## config.mk

```make
export PLATFORM = sky130hd
export DESIGN_NAME = caret_color_to_ansi_translator_flat
export DESIGN_NICKNAME = d
export VERILOG_FILES = /design/src/rtl/cc2ansi_pkg.sv /design/src/rtl/cc2ansi_in_if.sv /design/src/rtl/cc2ansi_out_if.sv /design/src/rtl/cc2ansi_front.sv /design/src/rtl/cc2ansi_queue.sv /design/src/rtl/cc2ansi_back.sv /design/src/rtl/caret_color_to_ansi_translator.sv /design/src/flat_wrapper.sv
export SDC_FILE = /design/constraint.sdc
export NUM_CORES = 1
export LEC_CHECK = 0
export ABC_CLOCK_PERIOD_IN_PS = 18600
export BUFFER_PORTS_ARGS = -buffer_cell sky130_fd_sc_hd__buf_4
export CAP_MARGIN = 0
export CORE_MARGIN = 1.5
export CORE_UTILIZATION = 50
export CTS_BUF_LIST = sky130_fd_sc_hd__clkbuf_8 sky130_fd_sc_hd__clkbuf_16
export DETAILED_ROUTE_END_ITERATION = 6
export GPL_TIMING_DRIVEN = 0
export HOLD_SLACK_MARGIN = 0.02
export PLACE_DENSITY = 0.74
export SKIP_CTS_REPAIR_TIMING = 1
export SLEW_MARGIN = 25
export SYNTH_ARGS = -nofsm -noshare
export SYNTH_HDL_FRONTEND = slang
export SYNTH_SLANG_ARGS = --single-unit
```

## constraint.sdc

```tcl
create_clock -name clk_i -period 18.6 [get_ports clk_i]
set_clock_uncertainty 0.1 [all_clocks]
set_input_delay 1.86 -clock clk_i [delete_from_list [all_inputs] [get_ports clk_i]]
set_output_delay 1.86 -clock clk_i [all_outputs]
set_load 0.1 [all_outputs]
```

## src/rtl/cc2ansi_pkg.sv

```systemverilog
// shared types, constants and helper functions of the caret color translator
`default_nettype none

package cc2ansi_pkg;

  localparam int LitMax  = 8;
  localparam int LitIdxW = $clog2(LitMax);
  localparam int LitCntW = $clog2(LitMax + 1);
  localparam int HexLen  = 6;
  localparam int HexCntW = 3;
  localparam int QDepth  = 2;
  localparam int QPtrW   = (QDepth > 1) ? $clog2(QDepth) : 1;
  localparam int QCntW   = $clog2(QDepth + 1);

  localparam logic [7:0] ChCaret = 8'h5E;
  localparam logic [7:0] ChHash  = 8'h23;
  localparam logic [7:0] ChRst   = 8'h72;
  localparam logic [7:0] ChEsc   = 8'h1B;
  localparam logic [7:0] ChLbr   = 8'h5B;
  localparam logic [7:0] ChSemi  = 8'h3B;
  localparam logic [7:0] ChM     = 8'h6D;
  localparam logic [7:0] ChZero  = 8'h30;
  localparam logic [7:0] ChTwo   = 8'h32;
  localparam logic [7:0] ChThree = 8'h33;
  localparam logic [7:0] ChEight = 8'h38;

  localparam logic [1:0] DigTerm = 2'd3;
  localparam logic [1:0] FldLast = 2'd2;

  typedef logic [LitMax-1:0][7:0] lit_t;
  typedef logic [HexLen-1:0][7:0] hexbuf_t;

  // decimal digits of one color channel, dig[0] is the hundreds digit
  typedef struct packed {
    logic [1:0]      ndig;
    logic [2:0][3:0] dig;
  } dec_t;

  typedef struct packed {
    logic [LitCntW-1:0] lit_n;
    lit_t               lit;
    logic               col;
    dec_t [2:0]         rgb;
    logic               last;
  } cmd_t;

  typedef struct packed {
    logic push;
    cmd_t cmd;
  } qpush_t;

  typedef struct packed {
    logic valid;
    cmd_t cmd;
  } qhead_t;

  typedef struct packed {
    logic       hit;
    logic [7:0] r;
    logic [7:0] g;
    logic [7:0] b;
  } rgb_t;

  typedef enum logic {
    PH_LIT,
    PH_FLD
  } phase_e;

  // binary to decimal by shift and add-3
  function automatic dec_t to_dec(input logic [7:0] v);
    logic [19:0] sh;
    dec_t        res;
    sh = {12'd0, v};
    for (int i = 0; i < 8; i++) begin
      if (sh[11:8] >= 4'd5) sh[11:8] = sh[11:8] + 4'd3;
      if (sh[15:12] >= 4'd5) sh[15:12] = sh[15:12] + 4'd3;
      if (sh[19:16] >= 4'd5) sh[19:16] = sh[19:16] + 4'd3;
      sh = sh << 1;
    end
    res.dig[0] = sh[19:16];
    res.dig[1] = sh[15:12];
    res.dig[2] = sh[11:8];
    if (sh[19:16] != 4'd0) res.ndig = 2'd3;
    else if (sh[15:12] != 4'd0) res.ndig = 2'd2;
    else res.ndig = 2'd1;
    return res;
  endfunction

  function automatic logic is_hex(input logic [7:0] c);
    return (c >= 8'h30 && c <= 8'h39) || (c >= 8'h61 && c <= 8'h66) ||
           (c >= 8'h41 && c <= 8'h46);
  endfunction

  function automatic logic [3:0] hex_val(input logic [7:0] c);
    logic [7:0] t;
    t = 8'd0;
    if (c >= 8'h30 && c <= 8'h39) t = c - 8'h30;
    else if (c >= 8'h61 && c <= 8'h66) t = c - 8'h57;
    else if (c >= 8'h41 && c <= 8'h46) t = c - 8'h37;
    return t[3:0];
  endfunction

  function automatic rgb_t color_lookup(input logic [7:0] c);
    rgb_t res;
    res = '0;
    res.hit = 1'b1;
    case (c)
      8'h30:   begin res.r = 8'd0;   res.g = 8'd0;   res.b = 8'd0;   end
      8'h31:   begin res.r = 8'd255; res.g = 8'd64;  res.b = 8'd64;  end
      8'h32:   begin res.r = 8'd64;  res.g = 8'd255; res.b = 8'd64;  end
      8'h33:   begin res.r = 8'd255; res.g = 8'd255; res.b = 8'd64;  end
      8'h34:   begin res.r = 8'd64;  res.g = 8'd128; res.b = 8'd255; end
      8'h35:   begin res.r = 8'd64;  res.g = 8'd255; res.b = 8'd255; end
      8'h36:   begin res.r = 8'd255; res.g = 8'd64;  res.b = 8'd255; end
      8'h37:   begin res.r = 8'd200; res.g = 8'd200; res.b = 8'd195; end
      8'h67:   begin res.r = 8'd183; res.g = 8'd110; res.b = 8'd121; end
      8'h64:   begin res.r = 8'd40;  res.g = 8'd40;  res.b = 8'd38;  end
      default: res.hit = 1'b0;
    endcase
    return res;
  endfunction

endpackage

`default_nettype wire

```

## src/rtl/cc2ansi_in_if.sv

```systemverilog
// input character channel
`default_nettype none

interface cc2ansi_in_if;
  logic       valid;
  logic       ready;
  logic [7:0] in_char;
  logic       msg_last;

  modport source (output valid, output in_char, output msg_last, input ready);
  modport sink (input valid, input in_char, input msg_last, output ready);
endinterface

`default_nettype wire

```

## src/rtl/cc2ansi_out_if.sv

```systemverilog
// output byte channel
`default_nettype none

interface cc2ansi_out_if;
  logic       valid;
  logic       ready;
  logic [7:0] out_byte;
  logic       run_last;
  logic       msg_end;

  modport source (output valid, output out_byte, output run_last, output msg_end,
                  input ready);
  modport sink (input valid, input out_byte, input run_last, input msg_end,
                output ready);
endinterface

`default_nettype wire

```

## src/rtl/cc2ansi_front.sv

```systemverilog
// front end: parses caret codes and turns the input characters into emit commands
`default_nettype none

module cc2ansi_front (
  input  logic                 clk_i,
  input  logic                 rst_ni,
  input  logic                 cfg_we_i,
  input  logic                 cfg_wdata_i,
  cc2ansi_in_if.sink           in_i,
  input  logic                 q_ready_i,
  output cc2ansi_pkg::qpush_t  push_o
);
  import cc2ansi_pkg::*;

  logic               en_q;
  logic               caret_q, caret_d;
  logic               hexm_q, hexm_d;
  logic [HexCntW-1:0] cnt_q, cnt_d;
  hexbuf_t            hex_chars_q;
  hexbuf_t            chars_w;
  logic               acc;
  logic               wr_hex;
  logic               emit;
  logic               tail;
  logic [7:0]         c;
  logic               last;
  rgb_t               lk;
  cmd_t               cmd;

  function automatic cmd_t mk_lit1(input logic [7:0] b);
    cmd_t res;
    res        = '0;
    res.lit_n  = LitCntW'(1);
    res.lit[0] = b;
    return res;
  endfunction

  function automatic cmd_t mk_lit2(input logic [7:0] a, input logic [7:0] b);
    cmd_t res;
    res        = '0;
    res.lit_n  = LitCntW'(2);
    res.lit[0] = a;
    res.lit[1] = b;
    return res;
  endfunction

  function automatic cmd_t mk_reset();
    cmd_t res;
    res        = '0;
    res.lit_n  = LitCntW'(4);
    res.lit[0] = ChEsc;
    res.lit[1] = ChLbr;
    res.lit[2] = ChZero;
    res.lit[3] = ChM;
    return res;
  endfunction

  function automatic cmd_t mk_color(input logic [7:0] r, input logic [7:0] g,
                                    input logic [7:0] b);
    cmd_t res;
    res        = '0;
    res.lit_n  = LitCntW'(7);
    res.lit[0] = ChEsc;
    res.lit[1] = ChLbr;
    res.lit[2] = ChThree;
    res.lit[3] = ChEight;
    res.lit[4] = ChSemi;
    res.lit[5] = ChTwo;
    res.lit[6] = ChSemi;
    res.col    = 1'b1;
    res.rgb[0] = to_dec(r);
    res.rgb[1] = to_dec(g);
    res.rgb[2] = to_dec(b);
    return res;
  endfunction

  // caret, hash, the collected digits and an optional trailing byte
  function automatic cmd_t mk_flush(input hexbuf_t chars, input logic [HexCntW-1:0] n,
                                    input logic has_x, input logic [7:0] x);
    cmd_t res;
    res        = '0;
    res.lit[0] = ChCaret;
    res.lit[1] = ChHash;
    for (int k = 0; k < HexLen; k++) begin
      res.lit[k+2] = (k < int'(n)) ? chars[k] : x;
    end
    res.lit_n = LitCntW'(2) + LitCntW'(n) + LitCntW'(has_x);
    return res;
  endfunction

  assign acc         = in_i.valid && in_i.ready;
  assign in_i.ready  = q_ready_i;
  assign c           = in_i.in_char;
  assign last        = in_i.msg_last;
  assign push_o.push = acc && emit;
  assign push_o.cmd  = cmd;

  always_comb begin
    chars_w = hex_chars_q;
    if (cnt_q < HexCntW'(HexLen)) chars_w[cnt_q] = c;
    lk      = color_lookup(c);
    emit    = 1'b0;
    cmd     = '0;
    tail    = 1'b0;
    wr_hex  = 1'b0;
    caret_d = caret_q;
    hexm_d  = hexm_q;
    cnt_d   = cnt_q;

    if (!en_q) begin
      emit    = 1'b1;
      cmd     = mk_lit1(c);
      caret_d = 1'b0;
      hexm_d  = 1'b0;
      cnt_d   = '0;
    end else if (hexm_q) begin
      if (is_hex(c)) begin
        wr_hex = 1'b1;
        if (cnt_q == HexCntW'(HexLen - 1)) begin
          emit   = 1'b1;
          cmd    = mk_color({hex_val(chars_w[0]), hex_val(chars_w[1])},
                            {hex_val(chars_w[2]), hex_val(chars_w[3])},
                            {hex_val(chars_w[4]), hex_val(chars_w[5])});
          hexm_d = 1'b0;
          cnt_d  = '0;
        end else if (last) begin
          emit = 1'b1;
          cmd  = mk_flush(chars_w, cnt_q + HexCntW'(1), 1'b0, c);
        end else begin
          cnt_d = cnt_q + HexCntW'(1);
        end
      end else begin
        // failed hex run: dump it, then the character is handled as plain input
        hexm_d = 1'b0;
        cnt_d  = '0;
        tail   = !(c == ChCaret && !last);
        if (!tail) caret_d = 1'b1;
        emit   = 1'b1;
        cmd    = mk_flush(hex_chars_q, cnt_q, tail, c);
      end
    end else if (caret_q) begin
      caret_d = 1'b0;
      if (c == ChHash) begin
        if (last) begin
          emit = 1'b1;
          cmd  = mk_lit2(ChCaret, ChHash);
        end else begin
          hexm_d = 1'b1;
          cnt_d  = '0;
        end
      end else if (c == ChRst) begin
        emit = 1'b1;
        cmd  = mk_reset();
      end else if (c == ChCaret) begin
        emit = 1'b1;
        cmd  = mk_lit1(ChCaret);
      end else if (lk.hit) begin
        emit = 1'b1;
        cmd  = mk_color(lk.r, lk.g, lk.b);
      end else begin
        emit = 1'b1;
        cmd  = mk_lit2(ChCaret, c);
      end
    end else begin
      if (c == ChCaret && !last) caret_d = 1'b1;
      else begin
        emit = 1'b1;
        cmd  = mk_lit1(c);
      end
    end

    if (last) begin
      caret_d = 1'b0;
      hexm_d  = 1'b0;
      cnt_d   = '0;
    end
    cmd.last = last;
  end

  always_ff @(posedge clk_i or negedge rst_ni) begin
    if (!rst_ni) begin
      en_q    <= 1'b1;
      caret_q <= 1'b0;
      hexm_q  <= 1'b0;
      cnt_q   <= '0;
    end else begin
      if (cfg_we_i) en_q <= cfg_wdata_i;
      if (acc) begin
        caret_q <= caret_d;
        hexm_q  <= hexm_d;
        cnt_q   <= cnt_d;
      end
    end
  end

  always_ff @(posedge clk_i) begin
    if (acc && wr_hex) hex_chars_q[cnt_q] <= c;
  end

  a_last_idle: assert property (@(posedge clk_i) disable iff (!rst_ni)
    acc && last |=> !caret_q && !hexm_q && cnt_q == '0)
    else $error("parser state not idle after end of message");

  a_cnt_range: assert property (@(posedge clk_i) disable iff (!rst_ni)
    cnt_q != '0 |-> hexm_q && cnt_q < HexCntW'(HexLen))
    else $error("hex digit count outside a hex run");

endmodule

`default_nettype wire

```

## src/rtl/cc2ansi_queue.sv

```systemverilog
// short command queue between front end and byte sequencer
`default_nettype none

module cc2ansi_queue (
  input  logic                clk_i,
  input  logic                rst_ni,
  input  cc2ansi_pkg::qpush_t push_i,
  output logic                ready_o,
  input  logic                pop_i,
  output cc2ansi_pkg::qhead_t head_o
);
  import cc2ansi_pkg::*;

  cmd_t             mem_q [QDepth];
  logic [QPtrW-1:0] wr_ptr_q, rd_ptr_q;
  logic [QCntW-1:0] cnt_q;

  function automatic logic [QPtrW-1:0] wrap_inc(input logic [QPtrW-1:0] p);
    return (p == QPtrW'(QDepth - 1)) ? '0 : p + QPtrW'(1);
  endfunction

  assign ready_o      = (cnt_q != QCntW'(QDepth));
  assign head_o.valid = (cnt_q != '0);
  assign head_o.cmd   = mem_q[rd_ptr_q];

  always_ff @(posedge clk_i or negedge rst_ni) begin
    if (!rst_ni) begin
      wr_ptr_q <= '0;
      rd_ptr_q <= '0;
      cnt_q    <= '0;
    end else begin
      if (push_i.push) wr_ptr_q <= wrap_inc(wr_ptr_q);
      if (pop_i) rd_ptr_q <= wrap_inc(rd_ptr_q);
      if (push_i.push && !pop_i) cnt_q <= cnt_q + QCntW'(1);
      else if (!push_i.push && pop_i) cnt_q <= cnt_q - QCntW'(1);
    end
  end

  always_ff @(posedge clk_i) begin
    if (push_i.push) mem_q[wr_ptr_q] <= push_i.cmd;
  end

  a_no_overrun: assert property (@(posedge clk_i) disable iff (!rst_ni)
    (push_i.push |-> cnt_q != QCntW'(QDepth)) and (pop_i |-> cnt_q != '0))
    else $error("command queue overflow or underflow");

endmodule

`default_nettype wire

```

## src/rtl/cc2ansi_back.sv

```systemverilog
// back end: walks one command and emits its bytes through the output register
`default_nettype none

module cc2ansi_back (
  input  logic                clk_i,
  input  logic                rst_ni,
  input  cc2ansi_pkg::qhead_t head_i,
  output logic                pop_o,
  cc2ansi_out_if.source       out_o
);
  import cc2ansi_pkg::*;

  phase_e             phase_q, phase_d;
  logic [LitIdxW-1:0] idx_q, idx_d;
  logic [1:0]         fld_q, fld_d;
  logic [1:0]         dig_q, dig_d;
  logic [1:0]         fld_n;
  logic               ov_q;
  logic [7:0]         byte_q, byte_d;
  logic               rl_q, me_q;
  logic               fire;
  logic               done;
  cmd_t               cmd;
  dec_t               dcur;

  assign cmd   = head_i.cmd;
  assign fire  = head_i.valid && (!ov_q || out_o.ready);
  assign fld_n = fld_q + 2'd1;
  assign dcur  = cmd.rgb[fld_q];
  assign pop_o = fire && done;

  always_comb begin
    phase_d = phase_q;
    idx_d   = idx_q;
    fld_d   = fld_q;
    dig_d   = dig_q;
    byte_d  = 8'd0;
    done    = 1'b0;
    if (phase_q == PH_LIT) begin
      byte_d = cmd.lit[idx_q];
      if (LitCntW'(idx_q) == cmd.lit_n - LitCntW'(1)) begin
        if (cmd.col) begin
          phase_d = PH_FLD;
          fld_d   = 2'd0;
          dig_d   = DigTerm - cmd.rgb[0].ndig;
        end else begin
          done = 1'b1;
        end
      end else begin
        idx_d = idx_q + LitIdxW'(1);
      end
    end else begin
      if (dig_q != DigTerm) begin
        byte_d = {4'h3, dcur.dig[dig_q]};
        dig_d  = dig_q + 2'd1;
      end else if (fld_q == FldLast) begin
        byte_d = ChM;
        done   = 1'b1;
      end else begin
        // separator, then skip the leading zeros of the next channel
        byte_d = ChSemi;
        fld_d  = fld_n;
        dig_d  = DigTerm - cmd.rgb[fld_n].ndig;
      end
    end
    if (done) begin
      phase_d = PH_LIT;
      idx_d   = '0;
    end
  end

  always_ff @(posedge clk_i or negedge rst_ni) begin
    if (!rst_ni) begin
      phase_q <= PH_LIT;
      idx_q   <= '0;
      fld_q   <= '0;
      dig_q   <= '0;
      ov_q    <= 1'b0;
    end else begin
      if (fire) begin
        phase_q <= phase_d;
        idx_q   <= idx_d;
        fld_q   <= fld_d;
        dig_q   <= dig_d;
        ov_q    <= 1'b1;
      end else if (out_o.ready) begin
        ov_q <= 1'b0;
      end
    end
  end

  always_ff @(posedge clk_i) begin
    if (fire) begin
      byte_q <= byte_d;
      rl_q   <= done;
      me_q   <= done && cmd.last;
    end
  end

  assign out_o.valid    = ov_q;
  assign out_o.out_byte = byte_q;
  assign out_o.run_last = rl_q;
  assign out_o.msg_end  = me_q;

  a_fld_has_color: assert property (@(posedge clk_i) disable iff (!rst_ni)
    phase_q == PH_FLD |-> head_i.valid && cmd.col && fld_q != 2'd3)
    else $error("color sequencing without a color command at the head");

  a_lit_in_range: assert property (@(posedge clk_i) disable iff (!rst_ni)
    head_i.valid && phase_q == PH_LIT |-> LitCntW'(idx_q) < cmd.lit_n)
    else $error("literal index past the end of the command");

endmodule

`default_nettype wire

```

## src/rtl/caret_color_to_ansi_translator.sv

```systemverilog
// top level of the caret color code to ansi truecolor translator
//
//  channel    dir  handshake      payload
//  in_i       in   valid/ready    in_char[7:0], msg_last
//  out_o      out  valid/ready    out_byte[7:0], run_last, msg_end
//  ansi_en    in   write enable   ansi_enable_wdata_i (1 bit, reset 1)
//
// a code expands into 1 to 19 bytes, one per cycle while out_o is ready, set by the byte
// sequencer in the back end, which works one command at a time
// the front end keeps taking characters while the 2-entry command queue has room
// characters that only change parser state (caret, hash, hex digits) make no beat;
// reset is asynchronous and leaves nothing to sweep
`default_nettype none

module caret_color_to_ansi_translator (
  input  logic          clk_i,
  input  logic          rst_ni,
  input  logic          ansi_enable_we_i,
  input  logic          ansi_enable_wdata_i,
  cc2ansi_in_if.sink    in_i,
  cc2ansi_out_if.source out_o
);
  import cc2ansi_pkg::*;

  qpush_t push;
  qhead_t head;
  logic   q_ready;
  logic   pop;

  cc2ansi_front u_front (
    .clk_i       (clk_i),
    .rst_ni      (rst_ni),
    .cfg_we_i    (ansi_enable_we_i),
    .cfg_wdata_i (ansi_enable_wdata_i),
    .in_i        (in_i),
    .q_ready_i   (q_ready),
    .push_o      (push)
  );

  cc2ansi_queue u_queue (
    .clk_i   (clk_i),
    .rst_ni  (rst_ni),
    .push_i  (push),
    .ready_o (q_ready),
    .pop_i   (pop),
    .head_o  (head)
  );

  cc2ansi_back u_back (
    .clk_i  (clk_i),
    .rst_ni (rst_ni),
    .head_i (head),
    .pop_o  (pop),
    .out_o  (out_o)
  );

endmodule

`default_nettype wire
```

## src/flat_wrapper.sv

```systemverilog
// flat-port wrapper written by rule: the top's interface ports become plain ports
module caret_color_to_ansi_translator_flat import cc2ansi_pkg::*;
  (clk_i, rst_ni, ansi_enable_we_i, ansi_enable_wdata_i, in_i_valid, in_i_in_char, in_i_msg_last, in_i_ready, out_o_valid, out_o_out_byte, out_o_run_last, out_o_msg_end, out_o_ready);
  cc2ansi_in_if in_i_i ();
  cc2ansi_out_if out_o_i ();
  input  logic clk_i;
  input  logic rst_ni;
  input  logic ansi_enable_we_i;
  input  logic ansi_enable_wdata_i;
  input wire logic [$bits(in_i_i.valid)-1:0] in_i_valid;
  input wire logic [$bits(in_i_i.in_char)-1:0] in_i_in_char;
  input wire logic [$bits(in_i_i.msg_last)-1:0] in_i_msg_last;
  output wire logic [$bits(in_i_i.ready)-1:0] in_i_ready;
  output wire logic [$bits(out_o_i.valid)-1:0] out_o_valid;
  output wire logic [$bits(out_o_i.out_byte)-1:0] out_o_out_byte;
  output wire logic [$bits(out_o_i.run_last)-1:0] out_o_run_last;
  output wire logic [$bits(out_o_i.msg_end)-1:0] out_o_msg_end;
  input wire logic [$bits(out_o_i.ready)-1:0] out_o_ready;
  assign in_i_i.valid = in_i_valid;
  assign in_i_i.in_char = in_i_in_char;
  assign in_i_i.msg_last = in_i_msg_last;
  assign in_i_ready = in_i_i.ready;
  assign out_o_valid = out_o_i.valid;
  assign out_o_out_byte = out_o_i.out_byte;
  assign out_o_run_last = out_o_i.run_last;
  assign out_o_msg_end = out_o_i.msg_end;
  assign out_o_i.ready = out_o_ready;
  caret_color_to_ansi_translator u_core (.clk_i(clk_i), .rst_ni(rst_ni), .ansi_enable_we_i(ansi_enable_we_i), .ansi_enable_wdata_i(ansi_enable_wdata_i), .in_i(in_i_i), .out_o(out_o_i));
endmodule
```

==> summary.md <==
| Metric | Value |
|---|---|
| # rows | `76` |
| GR Overflow Total | `0` |
| Post-Route WL | `68060 um` |
| Synth Area in Adders | `0.06339` |
| XOR/XNOR Fraction of Synth Area | `0.01890` |
| Hold Vio Cnt, Final | `0` |
| Dpl hpwl | `51440 um` |
| # port buffers | `23` |
| Final min period | `11.53 ns` |
| Clk pin slew, worst setup/hold paths | `0.06 ns` |
| Final core occ | `0.5566` |
| Syn Std Cell Area | `22110 um^2` |
| IO Count | `27` |
| Simple-gate portion of the synthesized area | `0.1443` |
| Final Cycle Share | `0.6198` |
| Slowest-stage cell, CP | `clkbuf_1` |
| Yosys top cell by area | `edfxtp_1` |
| Worst EP required | `18.72 ns` |
| Main combinational cell family by area after synthesis | `compound AO/OA/AOI/OAI gates` |
| Placeable Area | `43360 um^2` |
| Synth-to-Final Area Change | `9.169%` |
| Synth Instances | `2225` |
| CP peak stage delay | `0.74 ns` |
| Power per cell area | `92.35 nW/um^2` |
| Final Wtd Congestion | `0.9780` |
| Commonest cells in the netlist | `edfxtp_1 (270), nor2_1 (199), a21oi_1 (153)` |
| Buf/Inv on CP | `10` |
| Most common cell in the synthesized netlist | `edfxtp_1` |
| Post-Layout Cell Count | `2896` |
| Clk_lat worst skew | `0.58 ns` |
| Routed wire per std cell | `23.50 um` |
| DR pass1 iterations | `6` |
| Setup TNS | `0 ns` |
| Reg-to-reg setup timing slack | `8.43 ns` |
| TritonCTS Buffers | `29` |
| Die H | `213.3 um` |
| Top cells by area, synth | `edfxtp_1 (37%), ha_1 (6.3%), mux4_2 (5.4%)` |
| Clock root cell | `clkbuf_16` |
| Layout cells sized above 1 | `0.1220` |
| Prevailing post-synth register cell | `edfxtp_1` |
| Worst hold path class | `reg2reg` |
| Rel. slew slack | `0.2764` |
| # clock sinks | `289` |
| Worst Path Max Fanout | `10` |
| Area fraction in compound gates after synthesis | `0.1993` |
| Post-Syn Nets | `2352` |
| Post-synthesis cell type count | `112` |
| Startpoint Class | `primary input` |
| Largest net degree at the start of global routing | `51` |
| Total global-route track usage | `0.3004` |
| Worst vdd ir | `0.1312 mV` |
| Status | `complete, no violations` |
| Nets | `2415` |
| Post-synthesis sequential area ratio | `0.3883` |
| Final ANT Viol Nets | `0` |
| Pleak | `9.354 nW` |
| Start-to-end type of the worst setup path | `in2reg` |
| Dpl cells | `2842` |
| Htree depth | `1` |
| Pins Over Slew Limit | `0` |
| Syn avg cell area | `9.936 um^2` |
| Largest delay share family, worst path | `buffers and inverters` |
| Initial antenna violation count | `3` |
| Post-synthesis async set-or-reset flop share | `0.06574` |
| EDFF count, synth | `270` |
| Final Setup Violations | `0` |
| TritonCTS clock tree | `yes` |
| Total die area | `45490 um^2` |
| Max_cap viols | `0` |
| Area fraction of the dominant cell type after synthesis | `0.3667` |
| Max frequency | `0.08674 GHz` |
| Worst Setup End Kind | `flop` |
| Initial drt markers | `1933` |
| Most frequent CP cell | `ha_1` |
| Routed vias | `18600` |
| Multiplexer area fraction after synthesis | `0.1368` |
| Vias in the first global route | `17580` |
| # DRC | `0` |
| Starting Density | `0.5098` |
| Die W | `213.3 um` |
| Worst slew pin tran | `1.079 ns` |
| Clk buf depth | `3` |
| RSZ-0062 raised after global routing | `no` |
| FF+latch count, synth | `289` |
| WP data arrival | `11.65 ns` |
| First-pass GRT wire length | `104100 um` |
| Antenna diode count | `0` |
| Avg Vias per Cell | `6.421` |
| Yosys warning count | `0` |
## path summary, 6_finish.rpt
path | end | cells past startpoint | from
worst min-delay path | u_core.u_queue.cnt_q[1]$_DFFE_PN0P_ | 1 | u_core.u_queue.cnt_q[1]$_DFFE_PN0P_
worst max register to register | u_core.u_queue.mem_q[1][41]$_DFFE_PP_ | 40 | u_core.u_front.cnt_q[1]$_DFFE_PN0P_
max in group asynchronous | u_core.u_front.en_q$_DFFE_PN1P_ | 1 | rst_ni
min in group asynchronous | u_core.u_back.idx_q[2]$_DFFE_PN0P_ | 1 | rst_ni
worst max-delay path | u_core.u_queue.mem_q[1][14]$_DFFE_PP_ | 41 | in_i_in_char[0]
worst min register to register | u_core.u_queue.cnt_q[1]$_DFFE_PN0P_ | 1 | u_core.u_queue.cnt_q[1]$_DFFE_PN0P_
## cell families after synthesis
family / Yosys count
and+or+nand+nor: 633
AOI/OAI and AO/OA: 646
xor gates and xnor gates: 46
adders and majority gates: 112
DFF: 289
muxes: 224
buffers and inverters: 275
## per-stage QoR
stage          hold slack (ns)  setup slack (ns)  total power, mW  area (um^2)
6_report                0.4078             7.072            2.229        24130
5_1_grt                 0.4115             6.609            2.315        24130
4_1_cts                 0.4040             7.355            2.233        24130
3_5_place_dp            0.3923             6.806            1.673        23220
3_3_place_gp            0.3703             5.937            1.646        23010
2_1_floorplan           0.3555             9.069            1.457        22110
## metal layers
layer	vias to the layer above	GRT usage	part of all wire
met4	2	0.1102	0.040
met2	841	0.4771	0.45
met3	147	0.03662	0.082
met1	9028	0.4223	0.43
li1	8578	-	-
met5	-	0	0.00019
## flip-flops by register name (all words and copies together) (netlist names)
name	count
u_core.u_queue.mem_q	212
u_core.u_front.en_q	1
u_core.u_queue.cnt_q	2
u_core.u_back.out_o.msg_end	1
u_core.u_front.hex_chars_q	48
u_core.u_front.cnt_q	3
u_core.u_back.fld_q	2
u_core.u_queue.rd_ptr_q	1
u_core.u_back.out_o.out_byte	8
u_core.u_back.dig_q	2
u_core.u_queue.wr_ptr_q	1
u_core.u_front.caret_q	1
u_core.u_front.hexm_q	1
u_core.u_back.out_o.valid	1
u_core.u_back.idx_q	3
u_core.u_back.out_o.run_last	1
u_core.u_back.phase_q	1
## worst register-to-register path, delay by kind of cell, from the launching register on
family	cells	cell delay, ns
multiplexers	2	0.66
buffers and inverters	8	1.66
AO/OA/AOI/OAI	10	2.66
adder cells (fa/ha/maj)	6	1.33
AND/OR/NAND/NOR	14	2.98
flip-flops	1	0.53
## cells in the final DEF, fill, tap and decap left out, types with 16 or more instances in the layout
cell and instances:
a211oi_1 19, a21o_1 16, a21oi_1 152, a31oi_1 20
and2_1 30, buf_4 26, clkbuf_1 85, clkbuf_16 29
dfrtp_1 18, edfxtp_1 270, ha_1 112, inv_1 151
mux2_2 48, mux2i_1 113, mux4_2 53, nand2_1 146
nand2b_1 30, nand3_1 44, nor2_1 199, nor2b_1 26
nor3_1 35, o211ai_1 32, o21a_1 22, o21ai_0 122
o22a_1 29, o22ai_1 32, o31ai_1 20, xnor2_1 33
## report_power, final
part	switching (mW)	internal, mW
clock	0.252	0.313
combinational	0.465	0.296
sequential	0.0399	0.863
total	0.757	1.47
## cell type report
class | count | area (um^2)
multi-input combinational | 1661 | 12460
inverter | 156 | 585.6
buffer | 119 | 501.7
sequential | 289 | 8584
clock buffer | 29 | 725.7
clock inverter | 25 | 181.4
tap | 585 | 732.0
timing repair buffer | 32 | 361.6
fill | 3764 | 19230
(Power assumes the default switching activity.)
